**src/scdmr_pkg.sv**
```systemverilog
package scdmr_pkg;

  localparam int DUTY_W = 8;
  localparam int CHAR_W = 8;
  localparam int MODE_W = 3;
  localparam int CFG_IDX_W = 2;

  // Item kinds on the input stream.
  localparam logic OP_BYTE = 1'b0;
  localparam logic OP_TICK = 1'b1;

  // Configuration register indexes.
  localparam logic [CFG_IDX_W-1:0] REG_FULL_DUTY = 2'd0;
  localparam logic [CFG_IDX_W-1:0] REG_HALF_DUTY = 2'd1;
  localparam logic [CFG_IDX_W-1:0] REG_RAMP_STEP = 2'd2;

  localparam logic [DUTY_W-1:0] FULL_DUTY_RST = 8'h32;
  localparam logic [DUTY_W-1:0] HALF_DUTY_RST = 8'h19;
  localparam logic [DUTY_W-1:0] RAMP_STEP_RST = 8'd1;

  // Drive modes.
  localparam logic [MODE_W-1:0] MODE_START     = 3'd0;
  localparam logic [MODE_W-1:0] MODE_SLOW_STOP = 3'd1;
  localparam logic [MODE_W-1:0] MODE_RIGHT     = 3'd2;
  localparam logic [MODE_W-1:0] MODE_RIGHT_FWD = 3'd3;
  localparam logic [MODE_W-1:0] MODE_LEFT      = 3'd4;
  localparam logic [MODE_W-1:0] MODE_LEFT_FWD  = 3'd5;
  localparam logic [MODE_W-1:0] MODE_FWD       = 3'd6;
  localparam logic [MODE_W-1:0] MODE_REVERSE   = 3'd7;

  localparam logic [CHAR_W-1:0] CHAR_START = 8'd115;
  localparam logic [CHAR_W-1:0] CHAR_END   = 8'd101;

  typedef struct packed {
    logic [DUTY_W-1:0] full_duty;
    logic [DUTY_W-1:0] half_duty;
    logic [DUTY_W-1:0] ramp_step;
  } cfg_t;

  typedef struct packed {
    logic [MODE_W-1:0] mode;
    logic [MODE_W-1:0] mode_nxt;
    logic              stop_ack;
  } parse_stat_t;

  typedef struct packed {
    logic              hit;
    logic [MODE_W-1:0] mode;
  } code_t;

  function automatic code_t decode_code(input logic [CHAR_W-1:0] hi,
                                        input logic [CHAR_W-1:0] lo);
    code_t res;
    res.hit  = 1'b0;
    res.mode = MODE_START;
    if (hi == "0") begin
      case (lo)
        "0": begin res.hit = 1'b1; res.mode = MODE_START; end
        "2": begin res.hit = 1'b1; res.mode = MODE_SLOW_STOP; end
        default: res.hit = 1'b0;
      endcase
    end else if (hi == "1") begin
      case (lo)
        "2": begin res.hit = 1'b1; res.mode = MODE_RIGHT; end
        "A": begin res.hit = 1'b1; res.mode = MODE_RIGHT_FWD; end
        "1": begin res.hit = 1'b1; res.mode = MODE_LEFT; end
        "9": begin res.hit = 1'b1; res.mode = MODE_LEFT_FWD; end
        "8": begin res.hit = 1'b1; res.mode = MODE_FWD; end
        "4": begin res.hit = 1'b1; res.mode = MODE_REVERSE; end
        default: res.hit = 1'b0;
      endcase
    end
    return res;
  endfunction

  // One ramp step toward goal; never passes the goal.
  function automatic logic [DUTY_W-1:0] ramp_toward(input logic [DUTY_W-1:0] cur,
                                                    input logic [DUTY_W-1:0] goal,
                                                    input logic [DUTY_W-1:0] step);
    logic [DUTY_W-1:0] res;
    res = cur;
    if (goal > cur) begin
      res = ((goal - cur) <= step) ? goal : cur + step;
    end else if (goal < cur) begin
      res = ((cur - goal) <= step) ? goal : cur - step;
    end
    return res;
  endfunction

endpackage

```
**src/scdmr_parser.sv**
```systemverilog
module scdmr_parser
  import scdmr_pkg::*;
(
  input  logic              clk,
  input  logic              rst_n,
  input  logic              adv,
  input  logic              opcode,
  input  logic [CHAR_W-1:0] rx_byte,
  output parse_stat_t       stat
);

  localparam logic [1:0] PH_WAIT = 2'd0;
  localparam logic [1:0] PH_HIGH = 2'd1;
  localparam logic [1:0] PH_LOW  = 2'd2;
  localparam logic [1:0] PH_END  = 2'd3;

  logic [1:0]        phase_r, phase_nxt;
  logic [CHAR_W-1:0] code_high_r, code_high_nxt;
  logic [CHAR_W-1:0] code_low_r, code_low_nxt;
  logic [MODE_W-1:0] mode_r, mode_nxt;
  logic              ack;
  code_t             dec;

  assign dec = decode_code(code_high_r, code_low_r);

  always_comb begin
    phase_nxt     = phase_r;
    code_high_nxt = code_high_r;
    code_low_nxt  = code_low_r;
    mode_nxt      = mode_r;
    ack           = 1'b0;
    if (opcode == OP_BYTE) begin
      unique case (phase_r)
        PH_WAIT: begin
          if (rx_byte == CHAR_START) phase_nxt = PH_HIGH;
        end
        PH_HIGH: begin
          code_high_nxt = rx_byte;
          phase_nxt     = PH_LOW;
        end
        PH_LOW: begin
          code_low_nxt = rx_byte;
          phase_nxt    = PH_END;
        end
        default: begin
          // A bad closing byte or an unknown code drops the frame quietly.
          if (rx_byte == CHAR_END && dec.hit) begin
            mode_nxt = dec.mode;
            ack      = (dec.mode == MODE_SLOW_STOP);
          end
          phase_nxt = PH_WAIT;
        end
      endcase
    end
  end

  always_ff @(posedge clk) begin
    if (!rst_n) begin
      phase_r     <= PH_WAIT;
      code_high_r <= '0;
      code_low_r  <= '0;
      mode_r      <= MODE_START;
    end else if (adv) begin
      phase_r     <= phase_nxt;
      code_high_r <= code_high_nxt;
      code_low_r  <= code_low_nxt;
      mode_r      <= mode_nxt;
    end
  end

  assign stat.mode     = mode_r;
  assign stat.mode_nxt = mode_nxt;
  assign stat.stop_ack = ack;

endmodule

```
**src/scdmr_ramp.sv**
```systemverilog
module scdmr_ramp
  import scdmr_pkg::*;
(
  input  logic              clk,
  input  logic              rst_n,
  input  logic              adv,
  input  logic              opcode,
  input  logic [MODE_W-1:0] mode,
  input  cfg_t              cfg,
  output logic [DUTY_W-1:0] left_nxt,
  output logic [DUTY_W-1:0] right_nxt
);

  logic [DUTY_W-1:0] left_r, right_r;
  logic [DUTY_W-1:0] goal_l, goal_r;
  logic              hold;

  always_comb begin
    goal_l = '0;
    goal_r = '0;
    hold   = 1'b0;
    unique case (mode)
      MODE_RIGHT:     begin goal_l = cfg.full_duty; goal_r = '0; end
      MODE_RIGHT_FWD: begin goal_l = cfg.full_duty; goal_r = cfg.half_duty; end
      MODE_LEFT:      begin goal_l = '0;            goal_r = cfg.full_duty; end
      MODE_LEFT_FWD:  begin goal_l = cfg.half_duty; goal_r = cfg.full_duty; end
      MODE_FWD:       begin goal_l = cfg.full_duty; goal_r = cfg.full_duty; end
      MODE_REVERSE:   hold = 1'b1;
      default:        begin goal_l = '0; goal_r = '0; end
    endcase
  end

  always_comb begin
    left_nxt  = left_r;
    right_nxt = right_r;
    if (opcode == OP_TICK && !hold) begin
      left_nxt  = ramp_toward(left_r, goal_l, cfg.ramp_step);
      right_nxt = ramp_toward(right_r, goal_r, cfg.ramp_step);
    end
  end

  always_ff @(posedge clk) begin
    if (!rst_n) begin
      left_r  <= '0;
      right_r <= '0;
    end else if (adv) begin
      left_r  <= left_nxt;
      right_r <= right_nxt;
    end
  end

endmodule

```
**src/serial_command_dual_motor_ramp.sv**
```systemverilog
// Path: an accepted request is held in the input register, then its result is written
// to the result register, from which it is presented.
// Throughput: one request per cycle while out_tready keeps up; input refills while a result waits.
// Reset (rst_n low, synchronous): frame parser waits for a start byte, mode is start,
// both duties are zero, and the duty registers return to 50, 25 and a step of 1.
module serial_command_dual_motor_ramp
  import scdmr_pkg::*;
(
  input  logic                 clk,
  input  logic                 rst_n,
  input  logic                 in_tvalid,
  output logic                 in_tready,
  input  logic [7:0]           in_tdata,   // [7:0] rx_byte
  input  logic                 in_tuser,   // [0] opcode
  output logic                 out_tvalid,
  input  logic                 out_tready,
  output logic [23:0]          out_tdata,  // [7:0] left_duty, [15:8] right_duty,
                                           // [18:16] drive_mode, [23:19] zero
  output logic                 out_tuser,  // [0] stop_ack
  input  logic                 cfg_valid,
  output logic                 cfg_ready,
  input  logic [CFG_IDX_W-1:0] cfg_index,
  input  logic [DUTY_W-1:0]    cfg_data
);

  cfg_t              cfg_r;
  logic              s1_valid_r;
  logic              s1_op_r;
  logic [CHAR_W-1:0] s1_byte_r;
  logic              adv;
  logic              out_free;
  parse_stat_t       pstat;
  logic [DUTY_W-1:0] left_nxt, right_nxt;
  logic              out_valid_r;
  logic [DUTY_W-1:0] out_left_r, out_right_r;
  logic [MODE_W-1:0] out_mode_r;
  logic              out_ack_r;

  assign cfg_ready = 1'b1;

  always_ff @(posedge clk) begin
    if (!rst_n) begin
      cfg_r.full_duty <= FULL_DUTY_RST;
      cfg_r.half_duty <= HALF_DUTY_RST;
      cfg_r.ramp_step <= RAMP_STEP_RST;
    end else if (cfg_valid) begin
      unique case (cfg_index)
        REG_FULL_DUTY: cfg_r.full_duty <= cfg_data;
        REG_HALF_DUTY: cfg_r.half_duty <= cfg_data;
        REG_RAMP_STEP: cfg_r.ramp_step <= cfg_data;
        default: ;
      endcase
    end
  end

  assign out_free  = !out_valid_r || out_tready;
  assign adv       = s1_valid_r && out_free;
  assign in_tready = !s1_valid_r || out_free;

  always_ff @(posedge clk) begin
    if (!rst_n) begin
      s1_valid_r <= 1'b0;
    end else if (in_tready) begin
      s1_valid_r <= in_tvalid;
    end
  end

  always_ff @(posedge clk) begin
    if (in_tready && in_tvalid) begin
      s1_op_r   <= in_tuser;
      s1_byte_r <= in_tdata;
    end
  end

  scdmr_parser u_parser (
    .clk     (clk),
    .rst_n   (rst_n),
    .adv     (adv),
    .opcode  (s1_op_r),
    .rx_byte (s1_byte_r),
    .stat    (pstat)
  );

  // Ticks and bytes never share an item, so the tick uses the settled mode.
  scdmr_ramp u_ramp (
    .clk       (clk),
    .rst_n     (rst_n),
    .adv       (adv),
    .opcode    (s1_op_r),
    .mode      (pstat.mode),
    .cfg       (cfg_r),
    .left_nxt  (left_nxt),
    .right_nxt (right_nxt)
  );

  always_ff @(posedge clk) begin
    if (!rst_n) begin
      out_valid_r <= 1'b0;
    end else if (out_free) begin
      out_valid_r <= s1_valid_r;
    end
  end

  always_ff @(posedge clk) begin
    if (adv) begin
      out_left_r  <= left_nxt;
      out_right_r <= right_nxt;
      out_mode_r  <= pstat.mode_nxt;
      out_ack_r   <= pstat.stop_ack;
    end
  end

  assign out_tvalid = out_valid_r;
  assign out_tdata  = {5'b0, out_mode_r, out_right_r, out_left_r};
  assign out_tuser  = out_ack_r;

endmodule
```
**config.mk**
```make
export PLATFORM = sky130hd
export DESIGN_NAME = serial_command_dual_motor_ramp
export DESIGN_NICKNAME = d
export VERILOG_FILES = /design/src/scdmr_pkg.sv /design/src/scdmr_parser.sv /design/src/scdmr_ramp.sv /design/src/serial_command_dual_motor_ramp.sv
export SDC_FILE = /design/constraint.sdc
export NUM_CORES = 1
export LEC_CHECK = 0
export CAP_MARGIN = 20
export CORE_UTILIZATION = 45
export DETAILED_ROUTE_END_ITERATION = 16
export DONT_BUFFER_PORTS = 1
export PLACE_DENSITY_LB_ADDON = 0.12
export SLEW_MARGIN = 20
export SYNTH_ARGS = -nofsm -noshare
export SYNTH_HDL_FRONTEND = slang
export SYNTH_SLANG_ARGS = --single-unit
export TNS_END_PERCENT = 10
```
**constraint.sdc**
```tcl
create_clock -name clk -period 4.2 [get_ports clk]
set_input_delay 0.63 -clock clk [delete_from_list [all_inputs] [get_ports clk]]
set_output_delay 0.63 -clock clk [all_outputs]
set_load 0.05 [all_outputs]
```
* Yosys cells after proc, flatten, opt, wreduce, memory -nomap -nowiden
Cells that the tools add are included.
** Storage, ports and cells
- Register bits after elaboration :: 92
- Input port bits :: 24
- Output and inout port bits :: 28
- Word-level logic and storage cells :: 105
** Cells by class
- $add $sub $neg :: 8
- Order comparisons :: 8
- Equality and inequality tests :: 23
- Mux-type cells :: 24
- Bitwise gates (word level) :: 2
- Reductions and logical operators :: 23
** Operator list (number)
- 8-bit 2-to-1 mux :: 10
- 8-bit by 6-bit equality test with 1-bit output, second input constant :: 8
- 8-bit subtractor :: 6
- 8-bit <= comparator :: 4
- 8-bit one-hot mux with 2 select lines :: 2
- 8-bit by 7-bit equality test with 1-bit output, second input constant :: 3
- 3-bit one-hot mux with 6 select lines :: 1
- 8-bit adder :: 2
- 8-bit greater-than comparator :: 2
- 8-bit less-than comparator :: 2
- 3-bit equality test, second input constant :: 4
- 3-bit 2-to-1 mux :: 3
- 3-bit AND reduction :: 3
- 3-bit OR reduction :: 3
- 4-bit 2-to-1 mux :: 2
- 3-bit by 2-bit equality test with 1-bit output, second input constant :: 2
- 2-bit one-hot mux with 3 select lines :: 1
- 2-bit AND reduction :: 3
- 6-bit OR reduction :: 1
- 5-bit OR reduction :: 1
- 2-bit by 1-bit equality test with 1-bit output, second input constant :: 2
- 2-bit equality test, second input constant :: 2
- 1-bit logical AND :: 4
- 2-bit zero test :: 2
- other kinds (8) :: 15

* Logic depth before layout (Yosys ltp)
- Depth in word-level cells :: 9
- Gate-level depth with buffers :: 22
- Gate-level depth less buffers :: 21

* By module
A second synthesis with hierarchy kept.
** Second synthesis, totals
- Cells, all modules :: 926
- Area total of the unflattened synthesis :: 8044.0 um^2
** Modules (own cells, without submodules)
- scdmr_ramp :: instances 1, cells an instance 636, area each 4787.1 um^2, sequential area each 320.3 um^2
- serial_command_dual_motor_ramp :: instances 1, cells an instance 142, area each 1983.2 um^2, sequential area each 1391.3 um^2
- scdmr_parser :: instances 1, cells an instance 148, area each 1273.7 um^2, sequential area each 420.4 um^2

* Worst setup path after synthesis
OpenSTA, ideal clock, no wires.
- Path kind :: reg-to-reg
- Start :: reg u_parser.mode_r[1]
- End :: reg out_left_r[2], data pin
- Library setup time :: 260 ps
- Arrival time :: 4235 ps
- Data required time :: 3940 ps
- Setup slack :: -295 ps
- Cell stages (with the launch flop) :: 21
- Path buffers :: 3
- Clock period less this slack :: 4495 ps
- Cell sequence :: dfxtp_1 > buf_2 > clkbuf_1 > nor2_1 > a31oi_1 > inv_1 > ha_1 > a21o_1 > a21oi_1 > o21bai_1 > a21o_1 > a221oi_1 > xnor2_1 > ha_1 > and4_1 > o31a_1 > and2_1 > buf_2 > o21ai_1 > o221ai_1 > mux2_2
** On the way
- Word-level cells in the longest chain between the ends :: 9
- Elaborated cells on any way between the ends :: 21
- Classes of those cells :: 2 x add/sub; 4 x order compare; 5 x eq/ne; 7 x mux; 3 x reduce/logical
** Ends and longest elaborated chain
- start: declaration :: line scdmr_parser.sv:20 : logic [MODE_W-1:0] mode_r, mode_nxt;
- start signal: assignment :: line scdmr_parser.sv:67 : mode_r <= mode_nxt;
- 3-bit by 2-bit equality test with 1-bit output or 3-bit equality test (tied branches) :: line scdmr_ramp.sv:22 : unique case (mode)
- 3-bit OR reduction (no source line)
- 8-bit one-hot mux with 2 select lines :: line scdmr_ramp.sv:22
- 8-bit subtractor :: line scdmr_pkg.sv:85 : res = ((cur - goal) <= step) ? goal : cur - step;
- 8-bit <= comparator :: line scdmr_pkg.sv:85
- 8-bit 2-to-1 mux :: line scdmr_pkg.sv:85
- 8-bit 2-to-1 mux :: line scdmr_pkg.sv:84 : end else if (goal < cur) begin
- 8-bit 2-to-1 mux :: line scdmr_pkg.sv:82 : if (goal > cur) begin
- 8-bit 2-to-1 mux (*) :: line scdmr_ramp.sv:36 : if (opcode == OP_TICK && !hold) begin
- named net left_nxt[2] :: line serial_command_dual_motor_ramp.sv:33 : logic [DUTY_W-1:0] left_nxt, right_nxt;
- end signal: assignment :: line serial_command_dual_motor_ramp.sv:106 : out_left_r <= left_nxt;
- end: declaration :: line serial_command_dual_motor_ramp.sv:35 : logic [DUTY_W-1:0] out_left_r, out_right_r;
Mark *: on every way through the listed nets, which the timed path passes. The rest lies on a longest branch.
A chain may end at the register's enable or synchronous reset.

* Worst setup path after layout
- Start :: reg u_parser.mode_r[0]
- End :: reg out_right_r[4], data pin
** On the way
- Word-level cells in the longest chain between the ends :: 9
- Elaborated cells on any way between the ends :: 21
- Classes of those cells :: 2 x add/sub; 4 x order compare; 5 x eq/ne; 7 x mux; 3 x reduce/logical
** Ends and longest elaborated chain
- 3-bit equality test :: line scdmr_ramp.sv:22
- 3-bit OR reduction (no source line)
- 8-bit one-hot mux with 2 select lines :: line scdmr_ramp.sv:22
- 8-bit subtractor :: line scdmr_pkg.sv:85
- 8-bit <= comparator :: line scdmr_pkg.sv:85
- 8-bit 2-to-1 mux :: line scdmr_pkg.sv:85
- 8-bit 2-to-1 mux :: line scdmr_pkg.sv:84
- 8-bit 2-to-1 mux :: line scdmr_pkg.sv:82
- 8-bit 2-to-1 mux (*) :: line scdmr_ramp.sv:36
- named net right_nxt[4] :: line serial_command_dual_motor_ramp.sv:33
- end signal: assignment :: line serial_command_dual_motor_ramp.sv:107 : out_right_r <= right_nxt;
- end: declaration :: line serial_command_dual_motor_ramp.sv:35
Marks and branches as above.

==> impl_metrics.ini <==
[run_status]
run_status = complete, no violations

[timing]
clock.fmax_mhz = 244
slew_headroom_pct = 36.6
share_of_the_cycle_needed_by_the_critical_path_after_routing_pct = 97.6
count_of_final_max_slew_check_failures = 0
fin_worst_skew_ns = 0.00856
timing.final.hold_violations = 0
final-setup-viol-count = 0
worstMarginPinSlew_ns = 0.947
final_period_minus_worst_setup_slack_ns = 4.10
rsz0062_at_grt = true

[global_route]
grt_overflow_total = 0
grt.total_usage_pct = 25.2
antenna_found_initial = 0
grt_pass1_wl_mm = 34.4
grt_start_max_net_pins = 62
grt_pass1_vias = 6462

[worst_setup_path]
path_max_fanout = 5
r2r_cells = 19
cp.arrival_ns = 4.19
path_delay_family = compound AO/OA/AOI/OAI gates
critical_path.startpoint_type = flip-flop
slowest_delay_ns = 0.38
reg2reg_setup_slack_ns = 0.10
worst_setup_path_end_kind = flip-flop
critical_path_required_ns = 4.29
critical_path.slowest_cell = sky130_fd_sc_hd__dfxtp_4
worst_path_cell_trace = nand2_4 -> and2_4 -> a22o_1 -> inv_2 -> ha_4 -> a21oi_1 -> o21ai_1 -> a221o_1 -> a21o_1 -> a21oi_2 -> xnor2_1 -> ha_1 -> nand4_1 -> a21oi_2 -> o22ai_2 -> buf_4 -> buf_2 -> o21ai_0 -> o211ai_1
rr_endpoint = out_right_r[4]
critical_path.most_common_cell = sky130_fd_sc_hd__a21oi_2
crit-reg2reg-launch = u_parser.mode_r[0]
crit_buf_inv = 3
criticalPathCategory = flip-flop to flip-flop

[power_and_ir_drop]
pwr-share-clk_pct = 23.2
power.sequential.fraction_pct = 31.6
leakagePower_nw = 3.80
internal_power_mw = 2.13
power.ir.vdd_worst_uv = 255
power_frac_comb_pct = 45.2
switching_power_mw = 1.27
power-per-cell-area_nw_per_um2 = 372
power_mw = 3.40
power_switching_share_pct = 37.4

[synthesis]
seq_area_frac_synth_pct = 27.4
synth_enable_flop_cells = 29
syn-mean-instance-area_um2 = 8.80
post_synth_instance_area_um2 = 7790
postSynthCellCount = 885
synth_async_sr_flop_share_pct = 0
ys_ff_latch = 92
synth.yosys.warnings = 0
ys.flop_type = sky130_fd_sc_hd__dfxtp_1
synthDistinctLibCells = 82

[min_path]
min_path_type = input port to flip-flop
hold-path-cell-count = 1
holdCritStartpoint = rst_n
min_delay_worst_endpoint = cfg_r[21]

[die]
core_um2 = 16800
core.rowCount = 47
chipHeight_um = 134
num_io_pins = 52
start_util_pct = 46.5
die_width_um = 134
total_die_area_um2 = 17800

[detailed_routing]
route.antenna.remaining_nets = 0
initialDrtViolationCount = 447
dr_total_vias = 6681
routed_wire_length_per_instance_um = 19.3
vias_per_cell = 5.75
drt_first_pass_iters = 5
wl_mm = 22.4
drcViolationCount = 0

[placed_design]
globalplace.congestion = 0.875
place_hpwl_mm = 17.3
place.port_buffers = 0

[clock_tree]
worst_setup_hold_path_clk_slew_ns = 0.07
cts_inserted_buffers = 9
clock_tree.root_cell = sky130_fd_sc_hd__clkbuf_16
ctsHoldBuffers = 0
cts_tree = yes
worstSkewPairLatency_ns = 0.35
max-clock-path-buffers = 2
cts_sink_cnt = 92
htree_levels = 3

[layout]
syn_to_final_growth_pct = 17.4
num-fill-cells = 1563
num-nets-final = 1062
post-route-util_pct = 54.5
drive_gt1_share_pct = 20.2
num_antenna_cells = 0

[job]
max_cap_violations = 0
-- layout by cell type, fill, tap and decap left out, drive strengths merged, types with 34 or more instances in the layout --
| cell | synthesis | routed |
|---|---|---|
| ha | 94 | 94 |
| buf | 25 | 82 |
| nand2 | 77 | 77 |
| inv | 59 | 64 |
| dfxtp | 63 | 63 |
| mux2i | 49 | 49 |
| o21ai | 47 | 47 |
| a21oi | 46 | 46 |
| nor2 | 42 | 42 |
| nor2b | 35 | 35 |
| nand3 | 34 | 34 |
-- metrics by stage --
| stage | TNS, ns | std cells | hold WS [ns] | instance area (um2) | worst slack, ns |
|---|---|---|---|---|---|
| finish | 0 | 1161 | 0.350 | 9140 | 0.101 |
| global placement | -0.102 | 1136 | 0.455 | 8440 | -0.0657 |
| CTS | 0 | 1152 | 0.336 | 8780 | 0.00201 |
| detailed placement | -0.593 | 1136 | 0.460 | 8440 | -0.0842 |
| global route | -0.366 | 1161 | 0.338 | 9140 | -0.0558 |
| floorplan | -0.0317 | 889 | 0.443 | 7830 | -0.0317 |
-- what timing repair did --
action | in CTS | in global routing
pin swaps | 0 | 47
buffers inserted | 0 | 9
endpoints found under the setup margin | 17 | 32
gates resized for setup | 11 | 78
cloned | 0 | 1
-- sequential cells by signal (all words and copies together) (netlist names), 8 cells and up --
register and count:
out_left_r 8, u_parser.code_high_r 8, u_ramp.right_r 8, cfg_r 24, s1_byte_r 8, u_parser.code_low_r 8
out_right_r 8, u_ramp.left_r 8
-- cells in the mapped netlist, types with 9 or more instances --
| cell type | n | area, um2 |
|---|---|---|
| sky130_fd_sc_hd__and2_1 | 9 | 56.3 |
| sky130_fd_sc_hd__inv_1 | 59 | 221 |
| sky130_fd_sc_hd__o21bai_1 | 9 | 67.6 |
| sky130_fd_sc_hd__nand4_1 | 9 | 56.3 |
| sky130_fd_sc_hd__nor2b_1 | 35 | 219 |
| sky130_fd_sc_hd__nor3_1 | 11 | 55.1 |
| sky130_fd_sc_hd__a21boi_0 | 16 | 120 |
| sky130_fd_sc_hd__clkbuf_1 | 20 | 75.1 |
| sky130_fd_sc_hd__nand2_1 | 77 | 289 |
| sky130_fd_sc_hd__nand3_1 | 34 | 170 |
| sky130_fd_sc_hd__buf_2 | 17 | 85.1 |
| sky130_fd_sc_hd__mux2i_1 | 49 | 490 |
| sky130_fd_sc_hd__dfxtp_1 | 63 | 1260 |
| sky130_fd_sc_hd__a21o_1 | 19 | 143 |
| sky130_fd_sc_hd__xnor2_1 | 33 | 289 |
| sky130_fd_sc_hd__a21oi_1 | 44 | 220 |
| sky130_fd_sc_hd__nand2b_1 | 9 | 56.3 |
| sky130_fd_sc_hd__o21ai_0 | 42 | 210 |
| sky130_fd_sc_hd__a22oi_1 | 9 | 67.6 |
| sky130_fd_sc_hd__ha_1 | 94 | 1180 |
| sky130_fd_sc_hd__xor2_1 | 13 | 114 |
| sky130_fd_sc_hd__edfxtp_1 | 29 | 871 |
| sky130_fd_sc_hd__nor2_1 | 41 | 154 |
-- per-layer routing --
metal | vias up | part of all wire [%] | wire length (um) | GRT usage (%)
met2 | 170 | 47 | 10500 | 41.5
met5 | - | 0 | 0 | 0
met4 | 0 | 2.4 | 530 | 7.58
met1 | 3223 | 46 | 10400 | 33.5
met3 | 38 | 4.3 | 970 | 4.45
li1 | 3250 | - | - | -
-- how the worst max path moves through the flow --
stage                        from              to  depth (start not counted)
2_1_floorplan  u_parser.mode_r[2]   out_left_r[2]                         21
3_3_place_gp   u_parser.mode_r[0]  out_right_r[7]                         19
3_5_place_dp   u_parser.mode_r[2]   out_left_r[2]                         19
4_1_cts        u_parser.mode_r[0]   out_left_r[3]                         21
5_1_grt        u_parser.mode_r[0]   out_left_r[2]                         21
6_report       u_parser.mode_r[0]  out_right_r[4]                         19
-- logic make-up after synthesis --
family	Yosys count	synth area share, %
DFF	92	27.4
other	2	0.0964
AOI/OAI and AO/OA	218	19.4
and+or+nand+nor	259	17.0
xor gates and xnor gates	46	5.17
buffers and inverters	106	5.78
adders and majority gates	102	17.2
muxes	60	8.03
-- power by group through the flow --
stage	clock network [mW]	logic, mW	registers (mW)
after floorplan	0	0.904	1.08
after CTS	0.812	1.33	1.08
final	0.790	1.54	1.08
after detailed placement	0	1.31	1.10
after global placement	0	1.27	1.10
after global routing	0.850	1.65	1.08
-- area by class of cell --
cell class | count | area (um2) | area share [%]
clock buffers | 9 | 225 | 2.46
clock inverters | 7 | 62.6 | 0.684
inverters | 60 | 225 | 2.46
multi-input cells | 691 | 5560 | 60.9
flip-flops and latches | 92 | 2140 | 23.4
well taps | 220 | 275 | 3.01
repair buffers | 82 | 648 | 7.09
(Power assumes the default switching activity.)
